===== src/rtl/sptach_pkg.sv =====
`timescale 1ns / 1ps

package sptach_pkg;

  // item commands
  typedef enum logic [1:0] {
    CMD_EDGE  = 2'd0,
    CMD_READ  = 2'd1,
    CMD_START = 2'd2,
    CMD_STOP  = 2'd3
  } cmd_t;

  // field and register widths
  localparam int TS_W       = 32;
  localparam int CPU_W      = 10;
  localparam int MIN_W      = 20;
  localparam int TMO_W      = 27;
  localparam int CFG_DATA_W = 27;
  localparam int CFG_IDX_W  = 2;
  localparam int RPM_OUT_W  = 16;
  localparam int SAMP_W     = 26;   // 60000000 fits in 26 bits
  localparam int DIV_W      = 32;
  localparam int DIV_CNT_W  = $clog2(DIV_W);

  // register indexes
  localparam logic [CFG_IDX_W-1:0] CFG_IDX_CPU = 2'd0;
  localparam logic [CFG_IDX_W-1:0] CFG_IDX_MIN = 2'd1;
  localparam logic [CFG_IDX_W-1:0] CFG_IDX_TMO = 2'd2;

  // register reset values
  localparam logic [CPU_W-1:0] CPU_RST = 10'd360;
  localparam logic [MIN_W-1:0] MIN_RST = 20'd3000;
  localparam logic [TMO_W-1:0] TMO_RST = 27'd1000000;

  localparam logic [DIV_W-1:0] RPM_NUM = 32'd60000000;

  localparam int SAMPLE_COUNT_DEF = 30;

  // controller to datapath
  typedef struct packed {
    logic latch;        // capture the accepted item
    logic div_load;     // start a division
    logic div_src_rpm;  // 0: interval / cycles_per_us, 1: numerator / us
    logic div_step;     // one quotient bit
    logic set_last;     // record the spark time
    logic do_start;
    logic do_stop;
    logic do_insert;
    logic load_out;
    logic out_stopped;
  } dp_cmd_t;

  // datapath to controller
  typedef struct packed {
    cmd_t cmd;
    logic running;
    logic us_gt_min;
    logic us_gt_timeout;
  } dp_stat_t;

endpackage


===== src/rtl/sptach_ctrl.sv =====
`timescale 1ns / 1ps

module sptach_ctrl
  import sptach_pkg::*;
(
  input  logic     clk,
  input  logic     rst_n,
  input  logic     in_valid,
  output logic     in_stall,
  output logic     out_valid,
  input  logic     out_stall,
  input  dp_stat_t stat,
  output dp_cmd_t  cmd
);

  typedef enum logic [6:0] {
    S_IDLE    = 7'b0000001,
    S_DECODE  = 7'b0000010,
    S_DIV_US  = 7'b0000100,
    S_CHECK   = 7'b0001000,
    S_DIV_RPM = 7'b0010000,
    S_INSERT  = 7'b0100000,
    S_RESULT  = 7'b1000000
  } state_t;

  localparam logic [DIV_CNT_W-1:0] CNT_LAST = DIV_CNT_W'(DIV_W - 1);

  state_t               state_r, state_nxt;
  logic [DIV_CNT_W-1:0] cnt_r, cnt_nxt;
  logic                 stopped_r, stopped_nxt;
  logic                 out_valid_r, out_valid_nxt;

  always_comb begin
    state_nxt   = state_r;
    cnt_nxt     = cnt_r;
    stopped_nxt = stopped_r;
    cmd         = '0;
    unique case (state_r)
      S_IDLE: begin
        if (in_valid) begin
          cmd.latch = 1'b1;
          state_nxt = S_DECODE;
        end
      end
      S_DECODE: begin
        unique case (stat.cmd)
          CMD_EDGE, CMD_READ: begin
            if (stat.running) begin
              cmd.div_load = 1'b1;
              cnt_nxt      = '0;
              state_nxt    = S_DIV_US;
            end else if (stat.cmd == CMD_READ) begin
              stopped_nxt = 1'b1;
              state_nxt   = S_RESULT;
            end else begin
              state_nxt = S_IDLE;
            end
          end
          CMD_START: begin
            cmd.do_start = !stat.running;
            state_nxt    = S_IDLE;
          end
          CMD_STOP: begin
            cmd.do_stop = 1'b1;
            state_nxt   = S_IDLE;
          end
          default: state_nxt = S_IDLE;
        endcase
      end
      S_DIV_US: begin
        cmd.div_step = 1'b1;
        cnt_nxt      = cnt_r + 1'b1;
        if (cnt_r == CNT_LAST) state_nxt = S_CHECK;
      end
      S_CHECK: begin
        if (stat.cmd == CMD_EDGE) begin
          if (stat.us_gt_min) begin
            cmd.div_load    = 1'b1;
            cmd.div_src_rpm = 1'b1;
            cmd.set_last    = 1'b1;
            cnt_nxt         = '0;
            state_nxt       = S_DIV_RPM;
          end else begin
            state_nxt = S_IDLE;
          end
        end else begin
          stopped_nxt = stat.us_gt_timeout;
          state_nxt   = S_RESULT;
        end
      end
      S_DIV_RPM: begin
        cmd.div_step = 1'b1;
        cnt_nxt      = cnt_r + 1'b1;
        if (cnt_r == CNT_LAST) state_nxt = S_INSERT;
      end
      S_INSERT: begin
        cmd.do_insert = 1'b1;
        state_nxt     = S_IDLE;
      end
      S_RESULT: begin
        if (!out_valid_r || !out_stall) begin
          cmd.load_out    = 1'b1;
          cmd.out_stopped = stopped_r;
          state_nxt       = S_IDLE;
        end
      end
      default: state_nxt = S_IDLE;
    endcase
  end

  assign out_valid_nxt = cmd.load_out | (out_valid_r & out_stall);

  always_ff @(posedge clk) begin
    if (!rst_n) begin
      state_r     <= S_IDLE;
      cnt_r       <= '0;
      stopped_r   <= 1'b0;
      out_valid_r <= 1'b0;
    end else begin
      state_r     <= state_nxt;
      cnt_r       <= cnt_nxt;
      stopped_r   <= stopped_nxt;
      out_valid_r <= out_valid_nxt;
    end
  end

  assign in_stall  = (state_r != S_IDLE);
  assign out_valid = out_valid_r;

endmodule


===== src/rtl/sptach_dp.sv =====
`timescale 1ns / 1ps

module sptach_dp
  import sptach_pkg::*;
#(
  parameter int SAMPLE_COUNT = SAMPLE_COUNT_DEF
) (
  input  logic                  clk,
  input  logic                  rst_n,
  input  logic [1:0]            in_cmd,
  input  logic [TS_W-1:0]       in_now_cycles,
  input  logic                  cfg_we,
  input  logic [CFG_IDX_W-1:0]  cfg_index,
  input  logic [CFG_DATA_W-1:0] cfg_wdata,
  input  dp_cmd_t               cmd,
  output dp_stat_t              stat,
  output logic [RPM_OUT_W-1:0]  out_rpm,
  output logic                  out_stopped
);

  localparam int MID = SAMPLE_COUNT / 2;

  // configuration
  logic [CPU_W-1:0] cpu_r;
  logic [MIN_W-1:0] min_r;
  logic [TMO_W-1:0] tmo_r;

  always_ff @(posedge clk) begin
    if (!rst_n) begin
      cpu_r <= CPU_RST;
      min_r <= MIN_RST;
      tmo_r <= TMO_RST;
    end else if (cfg_we) begin
      unique case (cfg_index)
        CFG_IDX_CPU: cpu_r <= cfg_wdata[CPU_W-1:0];
        CFG_IDX_MIN: min_r <= cfg_wdata[MIN_W-1:0];
        CFG_IDX_TMO: tmo_r <= cfg_wdata[TMO_W-1:0];
        default: ;
      endcase
    end
  end

  // item capture
  cmd_t            cmd_r;
  logic [TS_W-1:0] now_r;

  always_ff @(posedge clk) begin
    if (cmd.latch) begin
      cmd_r <= cmd_t'(in_cmd);
      now_r <= in_now_cycles;
    end
  end

  // shared restoring divider, one quotient bit per step
  logic [DIV_W-1:0] quo_r, rem_r, dsr_r;
  logic [DIV_W:0]   rem_sh;
  logic             rem_ge;
  logic [DIV_W-1:0] rem_nxt, quo_nxt;
  logic [DIV_W-1:0] ld_dividend, ld_divisor;
  logic [TS_W-1:0]  last_r;

  assign rem_sh  = {rem_r, quo_r[DIV_W-1]};
  assign rem_ge  = (rem_sh >= {1'b0, dsr_r});
  assign rem_nxt = rem_ge ? DIV_W'(rem_sh - {1'b0, dsr_r}) : rem_sh[DIV_W-1:0];
  assign quo_nxt = {quo_r[DIV_W-2:0], rem_ge};

  always_comb begin
    if (cmd.div_src_rpm) begin
      ld_dividend = RPM_NUM;
      ld_divisor  = quo_r;
    end else begin
      ld_dividend = now_r - last_r;
      ld_divisor  = (cpu_r == '0) ? DIV_W'(1) : {{(DIV_W-CPU_W){1'b0}}, cpu_r};
    end
  end

  always_ff @(posedge clk) begin
    if (cmd.div_load) begin
      rem_r <= '0;
      quo_r <= ld_dividend;
      dsr_r <= ld_divisor;
    end else if (cmd.div_step) begin
      rem_r <= rem_nxt;
      quo_r <= quo_nxt;
    end
  end

  // sorted sample row: each cell compares the new sample with its own value
  logic [SAMP_W-1:0]       samp_r   [SAMPLE_COUNT];
  logic [SAMP_W-1:0]       samp_nxt [SAMPLE_COUNT];
  logic [SAMPLE_COUNT-1:0] gt;
  logic [SAMP_W-1:0]       new_v;
  logic                    low_half;

  assign new_v    = quo_r[SAMP_W-1:0];
  assign low_half = !gt[MID-1];

  for (genvar g = 0; g < SAMPLE_COUNT; g++) begin : g_cell
    logic              below_gt, above_gt;
    logic [SAMP_W-1:0] below_v, above_v;

    assign gt[g] = (new_v > samp_r[g]);

    if (g == 0) begin : g_first
      assign below_gt = 1'b1;
      assign below_v  = new_v;
    end else begin : g_below
      assign below_gt = gt[g-1];
      assign below_v  = samp_r[g-1];
    end

    if (g == SAMPLE_COUNT - 1) begin : g_last
      assign above_gt = 1'b0;
      assign above_v  = samp_r[g];
    end else begin : g_above
      assign above_gt = gt[g+1];
      assign above_v  = samp_r[g+1];
    end

    // lower half: shift up above the slot; upper half: shift down below it
    always_comb begin
      if (low_half) begin
        samp_nxt[g] = gt[g] ? samp_r[g] : (below_gt ? new_v : below_v);
      end else begin
        samp_nxt[g] = above_gt ? above_v : (gt[g] ? new_v : samp_r[g]);
      end
    end
  end

  // engine state
  logic              running_r;
  logic [SAMP_W-1:0] prev_r;
  logic [SAMP_W:0]   avg_sum;
  logic [SAMP_W-1:0] avg;

  assign avg_sum = {1'b0, prev_r} + {1'b0, samp_r[MID]};
  assign avg     = avg_sum[SAMP_W:1];

  always_ff @(posedge clk) begin
    if (!rst_n || cmd.do_start) begin
      for (int i = 0; i < SAMPLE_COUNT; i++) samp_r[i] <= '0;
    end else if (cmd.do_insert) begin
      for (int i = 0; i < SAMPLE_COUNT; i++) samp_r[i] <= samp_nxt[i];
    end
  end

  always_ff @(posedge clk) begin
    if (!rst_n) begin
      running_r <= 1'b0;
      prev_r    <= '0;
      last_r    <= '0;
    end else begin
      if (cmd.do_start) begin
        running_r <= 1'b1;
        prev_r    <= '0;
        last_r    <= now_r;
      end else if (cmd.do_stop) begin
        running_r <= 1'b0;
      end
      if (cmd.set_last) last_r <= now_r;
      if (cmd.load_out && !cmd.out_stopped) prev_r <= avg;
    end
  end

  // result register
  logic [RPM_OUT_W-1:0] rpm_r;
  logic                 stopped_r;

  always_ff @(posedge clk) begin
    if (cmd.load_out) begin
      stopped_r <= cmd.out_stopped;
      if (cmd.out_stopped) begin
        rpm_r <= '0;
      end else if (|avg[SAMP_W-1:RPM_OUT_W]) begin
        rpm_r <= '1;
      end else begin
        rpm_r <= avg[RPM_OUT_W-1:0];
      end
    end
  end

  assign out_rpm     = rpm_r;
  assign out_stopped = stopped_r;

  assign stat.cmd           = cmd_r;
  assign stat.running       = running_r;
  assign stat.us_gt_min     = (quo_r > {{(DIV_W-MIN_W){1'b0}}, min_r});
  assign stat.us_gt_timeout = (quo_r > {{(DIV_W-TMO_W){1'b0}}, tmo_r});

endmodule


===== src/rtl/spark_tachometer_median_filter.sv =====
`timescale 1ns / 1ps
// spark tachometer with a sorted median filter
// input channel (in_valid / in_stall): one item is a command and a timestamp
//   from a free-running cycle counter; edge, read, start or stop
// result channel (out_valid / out_stall): a read gives one item, rpm and the
//   stopped flag; edge, start and stop give none
// config port (cfg_we / cfg_index / cfg_wdata): cycles_per_us, min_interval_us
//   and stall_timeout_us; user writes only while the block is idle, unenforced
// timing: one item at a time; in_stall is high from the cycle after accept
//   start / stop: in_stall high only while in the decode state after accept
//   read while inactive: decode, then the result state loads the output register
//   read while running: decode, 32-step interval divide, check, then result
//   accepted spark edge: two 32-step divides plus insert
//   the shared restoring divider (one quotient bit per cycle) does the divides
// the sample row inserts a new rpm value in the insert state, a compare per cell
// output register: a result waits in it while the receiver stalls and the
//   next item is still taken; a later read holds until the register frees
// reset (rst_n low, synchronous): registers back to defaults, samples and
//   history cleared, block inactive, no result pending

module spark_tachometer_median_filter
  import sptach_pkg::*;
#(
  parameter int SAMPLE_COUNT = SAMPLE_COUNT_DEF
) (
  input  logic                  clk,
  input  logic                  rst_n,
  input  logic                  in_valid,
  output logic                  in_stall,
  input  logic [1:0]            in_cmd,
  input  logic [TS_W-1:0]       in_now_cycles,
  output logic                  out_valid,
  input  logic                  out_stall,
  output logic [RPM_OUT_W-1:0]  out_rpm,
  output logic                  out_stopped,
  input  logic                  cfg_we,
  input  logic [CFG_IDX_W-1:0]  cfg_index,
  input  logic [CFG_DATA_W-1:0] cfg_wdata
);

  dp_cmd_t  dp_cmd;
  dp_stat_t dp_stat;

  // sequencer: decode, divider steps, insert, result hand-off
  sptach_ctrl u_ctrl (
    .clk       (clk),
    .rst_n     (rst_n),
    .in_valid  (in_valid),
    .in_stall  (in_stall),
    .out_valid (out_valid),
    .out_stall (out_stall),
    .stat      (dp_stat),
    .cmd       (dp_cmd)
  );

  // registers, divider, sample row and result register
  sptach_dp #(
    .SAMPLE_COUNT (SAMPLE_COUNT)
  ) u_dp (
    .clk           (clk),
    .rst_n         (rst_n),
    .in_cmd        (in_cmd),
    .in_now_cycles (in_now_cycles),
    .cfg_we        (cfg_we),
    .cfg_index     (cfg_index),
    .cfg_wdata     (cfg_wdata),
    .cmd           (dp_cmd),
    .stat          (dp_stat),
    .out_rpm       (out_rpm),
    .out_stopped   (out_stopped)
  );

endmodule


===== config.mk =====
export PLATFORM = sky130hd
export DESIGN_NAME = spark_tachometer_median_filter
export DESIGN_NICKNAME = d
export VERILOG_FILES = /design/src/rtl/sptach_pkg.sv /design/src/rtl/sptach_ctrl.sv /design/src/rtl/sptach_dp.sv /design/src/rtl/spark_tachometer_median_filter.sv
export SDC_FILE = /design/constraint.sdc
export NUM_CORES = 2
export LEC_CHECK = 0
export BUFFER_PORTS_ARGS = -buffer_cell sky130_fd_sc_hd__buf_4
export CORE_ASPECT_RATIO = 0.75
export CORE_UTILIZATION = 65
export CTS_CLUSTER_DIAMETER = 100
export DETAILED_ROUTE_END_ITERATION = 10
export MAX_ROUTING_LAYER = met4
export PLACE_DENSITY = 0.81
export SKIP_LAST_GASP = 1
export SLEW_MARGIN = 15
export SYNTH_ARGS = -nofsm -noshare
export SYNTH_HDL_FRONTEND = slang
export SYNTH_SLANG_ARGS = --single-unit

===== constraint.sdc =====
create_clock -name clk -period 22.4 [get_ports clk]
set_clock_uncertainty 0.15 [all_clocks]
set_input_delay 3.36 -clock clk [delete_from_list [all_inputs] [get_ports clk]]
set_output_delay 3.36 -clock clk [all_outputs]
set_load 0.01 [all_outputs]

# After elaboration in Yosys (flattened, before gate mapping)
# Memories as Yosys holds them, arrays and structs flattened.
# Cells that the tools add are included.
# totals
reg_bits	277
ram_bits	780
in_bits	68
output_inout_bits	19
elab_cells	314
n_memories	1
# op_classes
add_sub_neg	4
magnitude_cmp	33
eq_ne	25
mux	175
bitwise_logic	32
n_reduce_logical	27
# mem_list
memory	words	word_bits	read_ports	rd_clocked_by_memory_dff	write_ports	line_no	text
u_dp.samp_r	30	26	30	0	30	sptach_dp.sv:89	logic [SAMP_W-1:0] samp_r [SAMPLE_COUNT];
# ops
op	count
$mux 26	121
$gt 26x26->1	30
$mux 32	7
$sub 32x32->32	2
$mux 7	7
$pmux 7 s6	1
$ge 33x32->1	1
$gt 32x20->1	1
$gt 32x27->1	1
$or 1x1->1	31
$add 26x26->27	1
$mux 5	5
$mux 1	23
$mux 16	1
$pmux 5 s3	1
$pmux 7 s2	1
$ne 2x1->1 const B	6
$logic_not 10->1	1
$mux 10	1
$mux 2	5
$ne 2x2->1 const B	5
$reduce_and 5->1	2
$reduce_bool 2->1	5
$reduce_or 10->1	1
other kinds (22)	36

# Logic depth before layout (Yosys ltp)
# logic_depth
ltp_word	7
depth_mapped	15
mapped_depth_nobuf	14

# Hierarchy
# From an unflattened synthesis, not the netlist that was laid out.
# hier_totals
cells_unflattened	10683
area_unflattened_um2	90431.7
# by_module_without_submodules
mod	n_inst	cells_per_inst	area_each_um2	seq_area_each_um2
sptach_dp	1	10578	89544.6	29838.6
sptach_ctrl	1	105	887.1	280.3

# Least setup slack after synthesis
# OpenSTA, ideal clock, no wires.
# synth_path
path_type	input port to flip-flop
start	input rst_n
end	memory u_dp.samp_r[10][0], enable pin
setup_time_ns	1.048
t_arrival_ns	17.050
required_time_ns	21.202
setup_slack_ns	4.152
cell_stages	3
path_buffers	0
cell_sequence	nand2_1 > nor2_1 > inv_1
# synth_lines
item	line_no	text
start: declaration	spark_tachometer_median_filter.sv:27	input logic rst_n,
end: declaration	sptach_dp.sv:89	

==> results.py <==
metrics = {
    "place": {
        "dpl_cell_area_mm2": 0.08432,
        "place_congestion": 0.9428,
        "dp.cells": 10200,
        "io_buffers": 86,
        "dp_slack_ns": 14.51,
        "dp_hpwl_um": 162400,
    },
    "power": {
        "p_per_area_mw_per_mm2": 59.10,
        "total_power_mw": 5.210,
        "total_leakage_power_nw": 37.33,
        "ir_worst_vdd_uv": 83.64,
    },
    "worst_hold_path": {
        "min_to": "u_dp.last_r[26]",
        "min-delay-start": "u_dp.last_r[26]",
        "min_path_type": "reg -> reg",
        "hold_path_depth": 2,
    },
    "drt": {
        "dr.pass1.iters": 8,
        "viasPerCell": 6.780,
        "wire_per_inst_um": 22.90,
        "wl_um": 238400,
        "final_antenna_net_count": 0,
        "vias": 70600,
        "route.detailed.drc": 0,
        "drt-initial-drc-count": 8523,
    },
    "cells_and_area": {
        "finalNonFillerCells": 10410,
        "layout_common_cells": "ha_1, inv_1, edfxtp_1, a21oi_1, nor2_1",
        "fillCellCount": 9425,
        "utilization_pct": 70.52,
        "regArea_mm2": 0.03012,
        "multi_input_area_mm2": 0.04697,
        "syn2layout_area_growth_pct": 7.026,
        "final_cell_area_mm2": 0.08815,
        "drive_above_1_share_pct": 9.125,
        "final_net_count": 9649,
        "final_common_cell": "ha_1",
    },
    "critical_path": {
        "cp-end-kind": "flop",
        "start_kind": "primary input",
        "critical_path.max_stage_delay_ns": 0.88,
        "cp_data_arrival_time_ns": 7.75,
        "crit_slowest_cell": "buf_4",
        "r2r_end": "u_dp.samp_r[6][24]",
        "path_cells": "buf_4 -> buf_4 -> nand2_4 -> nor2_4 -> buf_4 -> buf_4 -> a22o_1",
        "crit_required_ns": 22.86,
        "reg2regPathDepth": 13,
        "worstSetupPathType": "in -> reg",
        "cp_max_fo": 105,
        "r2r_start": "u_dp.quo_r[3]",
        "cp_common_cell": "buf_4",
        "path_buf_inv": 4,
        "ff2ff_setup_slack_ns": 16.33,
        "critPathTopFamily": "buffers and inverters",
    },
    "synth": {
        "syn_area_per_cell_um2": 9.241,
        "yosysWarnings": 0,
        "synth_edf_count": 895,
        "synth-main-ff-cell": "edfxtp_1",
        "synthCells": 8913,
        "ys_seq_area_share_pct": 36.57,
        "synth_nets": 9901,
        "syn-cell-area_mm2": 0.08237,
        "ys_ff_latch": 1057,
        "ys_types": 89,
        "async_flop_share_pct": 0,
    },
    "sta": {
        "fin_setup_tns_ns": 0,
        "period_share_pct": 32.51,
        "worstMarginPinSlew_ns": 1.215,
        "fin_hold_ws_ns": 0.3144,
        "finalWorstSetupSlack_ns": 15.12,
        "finalHoldViolCount": 0,
        "min_period_ns": 7.281,
        "drv_slew": 0,
        "finalSetupViolCount": 0,
        "slew_headroom_pct": 18.97,
        "max_freq_mhz": 137.3,
        "rsz0062_at_grt": "no",
    },
    "clock_tree": {
        "htree_levels": 3,
        "clock_sinks": 1057,
        "clk_pin_slew_ns": 0.06,
        "clk_latency_ns": 0.78,
        "ctsResizeCount": 0,
        "cts_tree": "built",
        "clock_path_buffers": 3,
        "cts_setup_buffers": 0,
        "numCtsBuffers": 111,
        "cts_hold_buf": 0,
        "cts-root-buf": "clkbuf_16",
    },
    "floorplanning": {
        "num_rows": 112,
        "die_area_mm2": 0.1282,
        "coreArea_mm2": 0.1250,
        "start_util_pct": 65.89,
        "dieWidth_um": 413.0,
        "io_pins": 87,
        "die_y_um": 310.3,
    },
    "run": {
        "max_cap_viol_count": 0,
    },
    "global_routing": {
        "grt_pass1_wl_um": 372800,
        "grt_pass1_vias": 66510,
        "grt_max_degree": 173,
        "antenna_found_initial": 3,
        "grt.total_usage_pct": 37.36,
        "globalRoute.totalOverflow": 0,
    },
    "run_status": {
        "status": "completed",
    },
}
[cells by family (layout without fill, tap and decap cells)]
| kind of cell | Yosys count | after routing | share of synthesized area, % |
|---|---|---|---|
| flip-flops | 1057 | 1057 | 36.57 |
| adder cells (fa/ha/maj) | 920 | 920 | 14.00 |
| multiplexers | 708 | 708 | 9.061 |
| buffers and inverters | 1497 | 1340 | 6.956 |
| AND/OR/NAND/NOR | 1888 | 1888 | 10.46 |
| other | 0 | 3 | 0 |
| AO/OA/AOI/OAI | 2768 | 2768 | 22.16 |
| XOR/XNOR | 75 | 75 | 0.7975 |
[worst min-delay path: stages, from the launching register on]
cell and delay [ns]:
dfxtp_1 0.31, nand2_1 0.05, a21boi_0 0.06
[registers in the layout, summed over array words and instances (netlist names), 20 cells and up]
name and count:
u_dp.min_r 20, u_dp.samp_r 780, u_dp.last_r 32, u_dp.rem_r 32, u_dp.tmo_r 27, u_dp.dsr_r 32, u_dp.now_r 32, u_dp.quo_r 32
u_dp.prev_r 26
[cell usage after synthesis (162+ instances only)]
cell type	number	area share, %
inv_1	918	4.2
ha_1	917	14
edfxtp_1	895	33
a21oi_1	844	5.1
nor2_1	622	2.8
nand2_1	612	2.8
clkbuf_1	487	2.2
mux2i_1	409	5.0
a21o_1	383	3.5
o21ai_0	379	2.3
mux2_2	298	4.1
nand4_1	203	1.5
a22o_1	193	2.1
o22ai_1	190	1.4
o211ai_1	179	1.6
dfxtp_1	162	3.9
[layout make-up]
class / instances / share of cell area [%]
antenna: 3 / 0.008516
multi-input combinational: 6359 / 53.28
timing repair buffer: 213 / 1.946
clock inverter: 67 / 0.8176
inverter: 919 / 3.922
clock buffer: 141 / 3.516
tap: 1653 / 2.346
sequential: 1057 / 34.17
[report_power, final]
group          switching (mW)  internal (mW)  total [mW]
registers              0.0798           2.26        2.34
logic                   0.570          0.335       0.905
clock network           0.870           1.10        1.97
[per-layer routing]
metal	wire (um)	vias up	global-route usage (%)	part of all wire, %
met4	8734	0	12.34	3.7
met1	101900	33660	52.97	43
met2	101000	3891	53.36	42
met5	0	-	-	0
met3	26860	572	7.341	11
li1	-	32480	-	-
[how the worst max path moves through the flow]
stage                     startpoint                 end  slack (ns)  cells after the start
after floorplan                rst_n  u_dp.samp_r[10][0]        4.15                      3
after global placement         rst_n  u_dp.samp_r[4][25]       14.57                      7
after detailed placement       rst_n  u_dp.samp_r[4][25]       14.51                      7
after CTS                      rst_n  u_dp.samp_r[3][25]       15.28                      7
after global routing           rst_n  u_dp.samp_r[3][25]       14.99                      7
final                          rst_n  u_dp.samp_r[3][25]       15.12                      7
No activity file was read; power rests on OpenSTA's default activity.
